**config.mk**
```make
export PLATFORM = sky130hd
export DESIGN_NAME = bit_reversed_tree_index_unit
export DESIGN_NICKNAME = d
export VERILOG_FILES = /design/src/hw/rtl/brti_pkg.sv /design/src/hw/rtl/brti_datapath.sv /design/src/hw/rtl/brti_ctrl.sv /design/src/hw/rtl/bit_reversed_tree_index_unit.sv
export VERILOG_INCLUDE_DIRS = /design/src /design/src/hw/rtl
export SDC_FILE = /design/constraint.sdc
export NUM_CORES = 1
export LEC_CHECK = 0
export BUFFER_PORTS_ARGS = -buffer_cell sky130_fd_sc_hd__buf_2
export CAP_MARGIN = 20
export CORE_MARGIN = 3
export CORE_UTILIZATION = 40
export DETAILED_ROUTE_END_ITERATION = 16
export PLACE_DENSITY = 0.61
export REMOVE_ABC_BUFFERS = 1
export SYNTH_ARGS = -nofsm -noshare
export SYNTH_HDL_FRONTEND = slang
export SYNTH_SLANG_ARGS = --single-unit
```
**constraint.sdc**
```tcl
create_clock -name clk -period 8.6 [get_ports clk]
set_clock_uncertainty 0.05 [all_clocks]
set_input_delay 2.58 -clock clk [delete_from_list [all_inputs] [get_ports clk]]
set_output_delay 2.58 -clock clk [all_outputs]
set_load 0.005 [all_outputs]
```
**src/hw/rtl/assert_macros.svh**
```systemverilog
// Shared assertion macros; clk and arst_n must be visible at the use site.
`ifndef ASSERT_MACROS_SVH
`define ASSERT_MACROS_SVH

// same-cycle implication
`define ASSERT_NOW(lbl, ante, cons) \
	lbl: assert property (@(posedge clk) disable iff (!arst_n) (ante) |-> (cons)) \
		else $error("assertion failed");

// next-cycle implication
`define ASSERT_NEXT(lbl, ante, cons) \
	lbl: assert property (@(posedge clk) disable iff (!arst_n) (ante) |=> (cons)) \
		else $error("assertion failed");

`endif

```
**src/hw/rtl/brti_pkg.sv**
```systemverilog
`default_nettype none
package brti_pkg;

	localparam int unsigned MaxLevelsDefault = 16;
	localparam logic [15:0] BucketCountReset = 16'hFFFF;

	typedef enum logic [2:0] {
		OP_PATH   = 3'd0,
		OP_PARENT = 3'd1,
		OP_LEFT   = 3'd2,
		OP_RIGHT  = 3'd3,
		OP_P2N    = 3'd4,
		OP_N2P    = 3'd5
	} op_t;

	typedef enum logic [1:0] {
		ST_IDLE,
		ST_STEP,
		ST_EMIT,
		ST_PATH
	} state_t;

	typedef struct packed {
		logic load;
		logic step;
		logic emit;
		logic last;
	} dp_cmd_t;

	typedef struct packed {
		logic [15:0] idx;
		logic [4:0]  lvl;
	} swap_res_t;

	// position of the leading one, 0 when none
	function automatic logic [4:0] msb_pos(input logic [16:0] t);
		logic [4:0] p;
		p = '0;
		for (int i = 0; i < 17; i++) begin
			if (t[i]) begin
				p = 5'(i);
			end
		end
		return p;
	endfunction

	function automatic logic [15:0] rev16(input logic [15:0] x);
		logic [15:0] y;
		for (int i = 0; i < 16; i++) begin
			y[i] = x[15 - i];
		end
		return y;
	endfunction

	// normal <-> physical order, self-inverse; level is kept
	function automatic swap_res_t swap_order(input logic [15:0] x);
		logic [16:0] t;
		logic [4:0]  l;
		logic [16:0] base;
		logic [15:0] q;
		logic [15:0] r;
		swap_res_t   res;
		t    = {1'b0, x} + 17'd1;
		l    = msb_pos(t);
		base = (17'd1 << l) - 17'd1;
		q    = t[15:0] & base[15:0];
		r    = rev16(q) >> (5'd16 - l);
		res.idx = 16'(base + {1'b0, r});
		res.lvl = l;
		return res;
	endfunction

endpackage
`default_nettype wire

```
**src/hw/rtl/brti_datapath.sv**
```systemverilog
`default_nettype none
module brti_datapath import brti_pkg::*; #(
	parameter int unsigned MAX_LEVELS = MaxLevelsDefault,
	localparam int unsigned LW = $clog2(MAX_LEVELS)
) (
	input  wire logic          clk,
	input  wire logic          arst_n,
	input  wire logic          cfg_valid,
	input  wire logic [15:0]   bucket_count,
	input  wire logic [2:0]    opcode,
	input  wire logic [15:0]   node_or_leaf,
	input  wire dp_cmd_t       cmd,
	output logic               slot_free,
	output logic [LW-1:0]      leaf_level,
	output logic               out_valid,
	input  wire logic          out_ready,
	output logic [15:0]        node_index,
	output logic [3:0]         node_level,
	output logic               out_of_tree,
	output logic               last
);

	localparam logic [4:0] Cap = 5'(MAX_LEVELS - 1);
	localparam logic [4:0] ResetEnc = 5'd15;
	localparam logic [LW-1:0] LeafReset = LW'((ResetEnc > Cap) ? Cap : ResetEnc);

	logic [15:0]   bc_q;
	logic [LW-1:0] leaf_q;
	logic [2:0]    op_q;
	logic [15:0]   n_q;
	logic          none_q;
	logic          out_valid_q;
	logic [15:0]   idx_q;
	logic [3:0]    lvl_q;
	logic          oot_q;
	logic          last_q;

	logic [4:0]  cfg_enc;
	logic [16:0] leaf_mask;
	swap_res_t   sw;
	logic [17:0] child;
	logic        drop;

	always_comb begin
		cfg_enc   = msb_pos({1'b0, bucket_count});
		leaf_mask = (17'd1 << leaf_q) - 17'd1;
		sw        = swap_order(n_q);
		child     = {1'b0, sw.idx, 1'b0} + ((op_q == OP_LEFT) ? 18'd1 : 18'd2);
		drop      = none_q || (op_q > OP_N2P) || (sw.idx >= bc_q);
	end

	always_ff @(posedge clk or negedge arst_n) begin
		if (!arst_n) begin
			bc_q        <= BucketCountReset;
			leaf_q      <= LeafReset;
			out_valid_q <= 1'b0;
		end else begin
			if (cfg_valid) begin
				bc_q   <= bucket_count;
				leaf_q <= LW'((cfg_enc > Cap) ? Cap : cfg_enc);
			end
			if (cmd.emit) begin
				out_valid_q <= 1'b1;
			end else if (out_ready) begin
				out_valid_q <= 1'b0;
			end
		end
	end

	always_ff @(posedge clk) begin
		if (cmd.load) begin
			op_q   <= opcode;
			none_q <= 1'b0;
			if (opcode == OP_PATH) begin
				n_q <= leaf_mask[15:0] + (node_or_leaf & leaf_mask[15:0]);
			end else begin
				n_q <= node_or_leaf;
			end
		end else if (cmd.step) begin
			if (op_q == OP_PARENT) begin
				none_q <= (n_q == 16'd0);
				n_q    <= (sw.idx - 16'd1) >> 1;
			end else begin
				none_q <= (child >= 18'd65535);
				n_q    <= child[15:0];
			end
		end else if (cmd.emit) begin
			n_q <= (n_q - 16'd1) >> 1;
		end
		if (cmd.emit) begin
			idx_q  <= drop ? 16'd0 : sw.idx;
			lvl_q  <= drop ? 4'd0 : sw.lvl[3:0];
			oot_q  <= drop;
			last_q <= cmd.last;
		end
	end

	assign slot_free   = !out_valid_q || out_ready;
	assign leaf_level  = leaf_q;
	assign out_valid   = out_valid_q;
	assign node_index  = idx_q;
	assign node_level  = lvl_q;
	assign out_of_tree = oot_q;
	assign last        = last_q;

`include "assert_macros.svh"
	`ASSERT_NOW(a_emit_into_free_slot, cmd.emit, !out_valid_q || out_ready)
	`ASSERT_NOW(a_oot_zero, out_valid_q && oot_q, idx_q == 16'd0 && lvl_q == 4'd0)

endmodule
`default_nettype wire

```
**src/hw/rtl/brti_ctrl.sv**
```systemverilog
`default_nettype none
module brti_ctrl import brti_pkg::*; #(
	parameter int unsigned MAX_LEVELS = MaxLevelsDefault,
	localparam int unsigned LW = $clog2(MAX_LEVELS)
) (
	input  wire logic          clk,
	input  wire logic          arst_n,
	input  wire logic          in_valid,
	output logic               in_ready,
	input  wire logic [2:0]    opcode,
	input  wire logic          slot_free,
	input  wire logic [LW-1:0] leaf_level,
	output dp_cmd_t            cmd
);

	state_t        state_q, state_d;
	logic [LW-1:0] cnt_q, cnt_d;

	always_ff @(posedge clk or negedge arst_n) begin
		if (!arst_n) begin
			state_q <= ST_IDLE;
			cnt_q   <= '0;
		end else begin
			state_q <= state_d;
			cnt_q   <= cnt_d;
		end
	end

	always_comb begin
		state_d  = state_q;
		cnt_d    = cnt_q;
		in_ready = 1'b0;
		cmd      = '0;
		case (state_q)
			ST_IDLE: begin
				in_ready = 1'b1;
				if (in_valid) begin
					cmd.load = 1'b1;
					cnt_d    = leaf_level;
					case (opcode) inside
						OP_PATH:                     state_d = ST_PATH;
						OP_PARENT, OP_LEFT, OP_RIGHT: state_d = ST_STEP;
						default:                     state_d = ST_EMIT;
					endcase
				end
			end
			ST_STEP: begin
				cmd.step = 1'b1;
				state_d  = ST_EMIT;
			end
			ST_EMIT: begin
				if (slot_free) begin
					cmd.emit = 1'b1;
					cmd.last = 1'b1;
					state_d  = ST_IDLE;
				end
			end
			ST_PATH: begin
				if (slot_free) begin
					cmd.emit = 1'b1;
					cmd.last = (cnt_q == '0);
					if (cnt_q == '0) begin
						state_d = ST_IDLE;
					end else begin
						cnt_d = cnt_q - LW'(1);
					end
				end
			end
			default: begin
				state_d = ST_IDLE;
			end
		endcase
	end

`include "assert_macros.svh"
	`ASSERT_NEXT(a_last_ends_item, cmd.emit && cmd.last, state_q == ST_IDLE)
	`ASSERT_NEXT(a_path_walks_down, state_q == ST_PATH && cmd.emit && cnt_q != '0, state_q == ST_PATH && cnt_q == $past(cnt_q) - LW'(1))

endmodule
`default_nettype wire

```
**src/hw/rtl/bit_reversed_tree_index_unit.sv**
```systemverilog
// Sequence: a conversion or unknown opcode goes from accept to ST_EMIT, parent and child via
// ST_STEP to ST_EMIT; a path gives leaf level + 1 results, one per cycle while the output slot is free.
// Throughput: the next item is accepted the cycle after the last result is registered,
// so no new item enters while a path walks through the shared swap unit.
// Reset: asynchronous, idle with an empty output register and bucket count 65535.
`default_nettype none
module bit_reversed_tree_index_unit import brti_pkg::*; #(
	parameter int unsigned MAX_LEVELS = MaxLevelsDefault
) (
	input  wire logic        clk,
	input  wire logic        arst_n,
	input  wire logic        cfg_valid,
	output logic             cfg_ready,
	input  wire logic [15:0] bucket_count,
	input  wire logic        in_valid,
	output logic             in_ready,
	input  wire logic [2:0]  opcode,
	input  wire logic [15:0] node_or_leaf,
	output logic             out_valid,
	input  wire logic        out_ready,
	output logic [15:0]      node_index,
	output logic [3:0]       node_level,
	output logic             out_of_tree,
	output logic             last
);

	localparam int unsigned LW = $clog2(MAX_LEVELS);

	dp_cmd_t       cmd;
	logic          slot_free;
	logic [LW-1:0] leaf_level;

	assign cfg_ready = 1'b1;

	brti_ctrl #(
		.MAX_LEVELS(MAX_LEVELS)
	) u_ctrl (
		.clk        (clk),
		.arst_n     (arst_n),
		.in_valid   (in_valid),
		.in_ready   (in_ready),
		.opcode     (opcode),
		.slot_free  (slot_free),
		.leaf_level (leaf_level),
		.cmd        (cmd)
	);

	brti_datapath #(
		.MAX_LEVELS(MAX_LEVELS)
	) u_dp (
		.clk          (clk),
		.arst_n       (arst_n),
		.cfg_valid    (cfg_valid),
		.bucket_count (bucket_count),
		.opcode       (opcode),
		.node_or_leaf (node_or_leaf),
		.cmd          (cmd),
		.slot_free    (slot_free),
		.leaf_level   (leaf_level),
		.out_valid    (out_valid),
		.out_ready    (out_ready),
		.node_index   (node_index),
		.node_level   (node_level),
		.out_of_tree  (out_of_tree),
		.last         (last)
	);

endmodule
`default_nettype wire

```
==> results.sh <==
export IMPL_vias=8833
export IMPL_viasPerCell=5.846
export IMPL_final_area_sq_um=9998
export IMPL_ios=65
export IMPL_syn_area_sq_um=8616
export IMPL_nets=1320
export IMPL_critPathMaxStageDelay_ns=0.56
export IMPL_hpwl_um=21720
export IMPL_htreeDepth=3
export IMPL_use_met2_pct=38.17
export IMPL_grt_overflow_total=0
export IMPL_grt_pass1_wl_um=44340
export IMPL_synthFlopType="edfxtp_1"
export IMPL_port_buffers=63
export IMPL_initial_core_util_pct=40.86
export IMPL_n_fill_cell=2105
export IMPL_min_delay_start="u_ctrl.cnt_q[1]"
export IMPL_cts_inserted_buffers=9
export IMPL_route_detailed_drc=0
export IMPL_synth_area_per_cell_sq_um=7.505
export IMPL_die_area_sq_um=23340
export IMPL_grt_util_met1_pct=30.24
export IMPL_synth_cells=1148
export IMPL_drtIter0Drc=782
export IMPL_cp_arrival_ns=8.28
export IMPL_rr_worst_depth=35
export IMPL_antenna_found_initial=0
export IMPL_diodes=0
export IMPL_core_sq_um=21090
export IMPL_max_slew_margin_rel_pct=37.82
export IMPL_drive_gt1_share_pct=20.23
export IMPL_slew_violations=0
export IMPL_reg2reg_to="u_dp.out_of_tree"
export IMPL_ys_ff_latch=69
export IMPL_grt_pass1_vias=8346
export IMPL_ant_nets=0
export IMPL_wl_per_cell_um=18.52
export IMPL_hold_violations=0
export IMPL_fp_dieW_um=152.8
export IMPL_gp_congestion=0.9436
export IMPL_yosysSeqAreaShare_pct=22.65
export IMPL_r2r_start="u_dp.n_q[2]"
export IMPL_setup_viol=0
export IMPL_grt_usage_pct=22.96
export IMPL_grt_max_degree=39
export IMPL_crit_end="u_dp.out_of_tree"
export IMPL_async_flop_share_pct=39.13
export IMPL_clockBufferDepth=2
export IMPL_globalRoute_busiestLayer="met2"
export IMPL_synth_edf_count=41
export IMPL_placed_area_sq_um=9465
export IMPL_area_growth_pct=16.05
export IMPL_fin_crit_ns=8.268
export IMPL_status="finished, final reports clean"
export IMPL_worstHoldPathType="flip-flop to flip-flop"
export IMPL_cts_tree="built"
export IMPL_rrSetupSlack_ns=0.33
export IMPL_clkTransAtPathRegs_ns=0.06
export IMPL_firstDrtPassIters=6
export IMPL_synth_warnings=0
export IMPL_cts_sinks=69
export IMPL_cp_required_ns=8.61
export IMPL_max_freq_mhz=120.9
export IMPL_finalCritPeriodShare_pct=96.14
export IMPL_synth_distinct_cells=99
export IMPL_routed_wl_um=27980
export IMPL_cp_end_kind="flip-flop"
export IMPL_worst_pin_slew_ns=0.9317
export IMPL_rows=53
export IMPL_use_met3_pct=3.124
export IMPL_cp_max_fo=20
export IMPL_clk_latency_ns=0.34
export IMPL_critical_path_class="flip-flop to flip-flop"
export IMPL_critPathLaunch="u_dp.n_q[2]"
export IMPL_cpMostUsedCell="a31oi_1"
export IMPL_die_h_um=152.8
export IMPL_drv_cap=0
export IMPL_cts_root_buf="clkbuf_16"
export IMPL_cp_start_kind="flip-flop"
export IMPL_cp_slowest_cell="or4_4"
==> cell families (layout without fill, tap and decap cells) <==
family | count (synthesis) | count (layout) | share of synthesized area, %
AO/OA/AOI/OAI | 342 | 342 | 25.34
XOR/XNOR | 71 | 71 | 7.552
adder cells (fa/ha/maj) | 49 | 49 | 7.203
buffers and inverters | 144 | 232 | 7.000
flip-flops | 69 | 69 | 22.65
multiplexers | 28 | 28 | 3.601
other | 1 | 1 | 0.04352
AND/OR/NAND/NOR | 444 | 444 | 26.61
==> worst min path at each step <==
stage | end | slack, ns | depth (start not counted)
3_3_place_gp | u_ctrl.cnt_q[1] | 0.45 | 2
2_1_floorplan | u_ctrl.cnt_q[1] | 0.42 | 2
4_1_cts | u_ctrl.cnt_q[1] | 0.47 | 2
5_1_grt | u_dp.none_q | 0.51 | 2
6_report | u_ctrl.cnt_q[1] | 0.46 | 2
3_5_place_dp | u_ctrl.cnt_q[1] | 0.45 | 2
==> worst max-delay path, delay by kind of cell (launching register included) <==
kind,cells,cell delay (ns)
AO/OA/AOI/OAI,17,2.90
AND/OR/NAND/NOR,9,2.35
adder cells (fa/ha/maj),4,1.19
flip-flops,1,0.51
buffers and inverters,3,0.46
XOR/XNOR,1,0.35
multiplexers,1,0.14
==> cells in the mapped netlist (all sizes together) (14+ instances only) <==
master | count | area (sq um)
o21ai | 97 | 485.5
edfxtp | 41 | 1231
inv | 67 | 259.0
a211oi | 19 | 152.6
ha | 48 | 600.6
clkbuf | 46 | 172.7
a31oi | 14 | 87.58
nor3 | 48 | 245.2
nand3 | 37 | 195.2
nand2b | 16 | 100.1
buf | 28 | 160.2
mux2i | 23 | 242.7
nand2 | 107 | 416.7
a21oi | 91 | 459.2
xnor2 | 47 | 426.7
nor4 | 16 | 148.9
nand4 | 14 | 117.6
xor2 | 23 | 201.4
dfstp | 20 | 525.5
nor2 | 129 | 484.2
==> layout by cell type, fill, tap and decap left out, types with 16 or more instances in the layout <==
cell      instances
a211oi_1         16
a21oi_1          85
buf_2            63
buf_4            82
dfstp_2          20
edfxtp_1         41
ha_1             44
inv_1            66
mux2i_1          20
nand2_1         105
nand2b_1         16
nand3_1          35
nor2_1          127
nor3_1           44
o21ai_0          85
xnor2_1          44
xor2_1           23
==> routing by layer <==
| metal | share of wire [%] | vias to the layer above |
|---|---|---|
| met5 | 0 | - |
| met1 | 43 | 4096 |
| li1 | - | 4338 |
| met3 | 6.3 | 62 |
| met4 | 3.6 | 0 |
| met2 | 47 | 337 |
==> flip-flops by register name, indices dropped and copies added, names as in the netlist <==
register,cells
u_ctrl.state_q,2
u_ctrl.cnt_q,4
u_dp.n_q,16
u_dp.node_level,4
u_dp.last,1
u_dp.out_valid,1
u_dp.none_q,1
u_dp.out_of_tree,1
u_dp.op_q,3
u_dp.leaf_level,4
u_dp.bc_q,16
u_dp.node_index,16
==> timing repair <==
item | 4_1_cts | 5_1_grt
pin swaps | 0 | 11
gates resized for setup | 2 | 38
hold buffers | 0 | 0
endpoints found under the setup margin | 20 | 29
buffers inserted | 0 | 13
==> through the flow <==
stage          std cells  hold WS [ns]  util, %  setup WS (ns)  setup TNS [ns]
2_1_floorplan       1074        0.4226        -        -0.6104          -11.17
3_3_place_gp        1481        0.4510    44.89        0.01326               0
3_5_place_dp        1481        0.4534    44.89        -0.1693          -1.898
4_1_cts             1497        0.4665    46.18      0.0007008               0
5_1_grt             1511        0.5132    47.41        -0.1384          -2.383
6_report            1511        0.4633    47.41         0.3318               0
==> final cells by class <==
cell class	count	area (sq um)	area share (%)
Clock buffer	9	225.2	2.253
Clock inverter	7	42.54	0.4255
Inverter	70	270.3	2.703
Multi-Input combinational cell	935	6222	62.23
Sequential cell	69	1952	19.52
Tap cell	275	344.1	3.441
Timing Repair Buffer	146	942.2	9.423
Power is not shown: default switching activity piles up to over one toggle a cycle in this logic, so the estimate is an artifact.
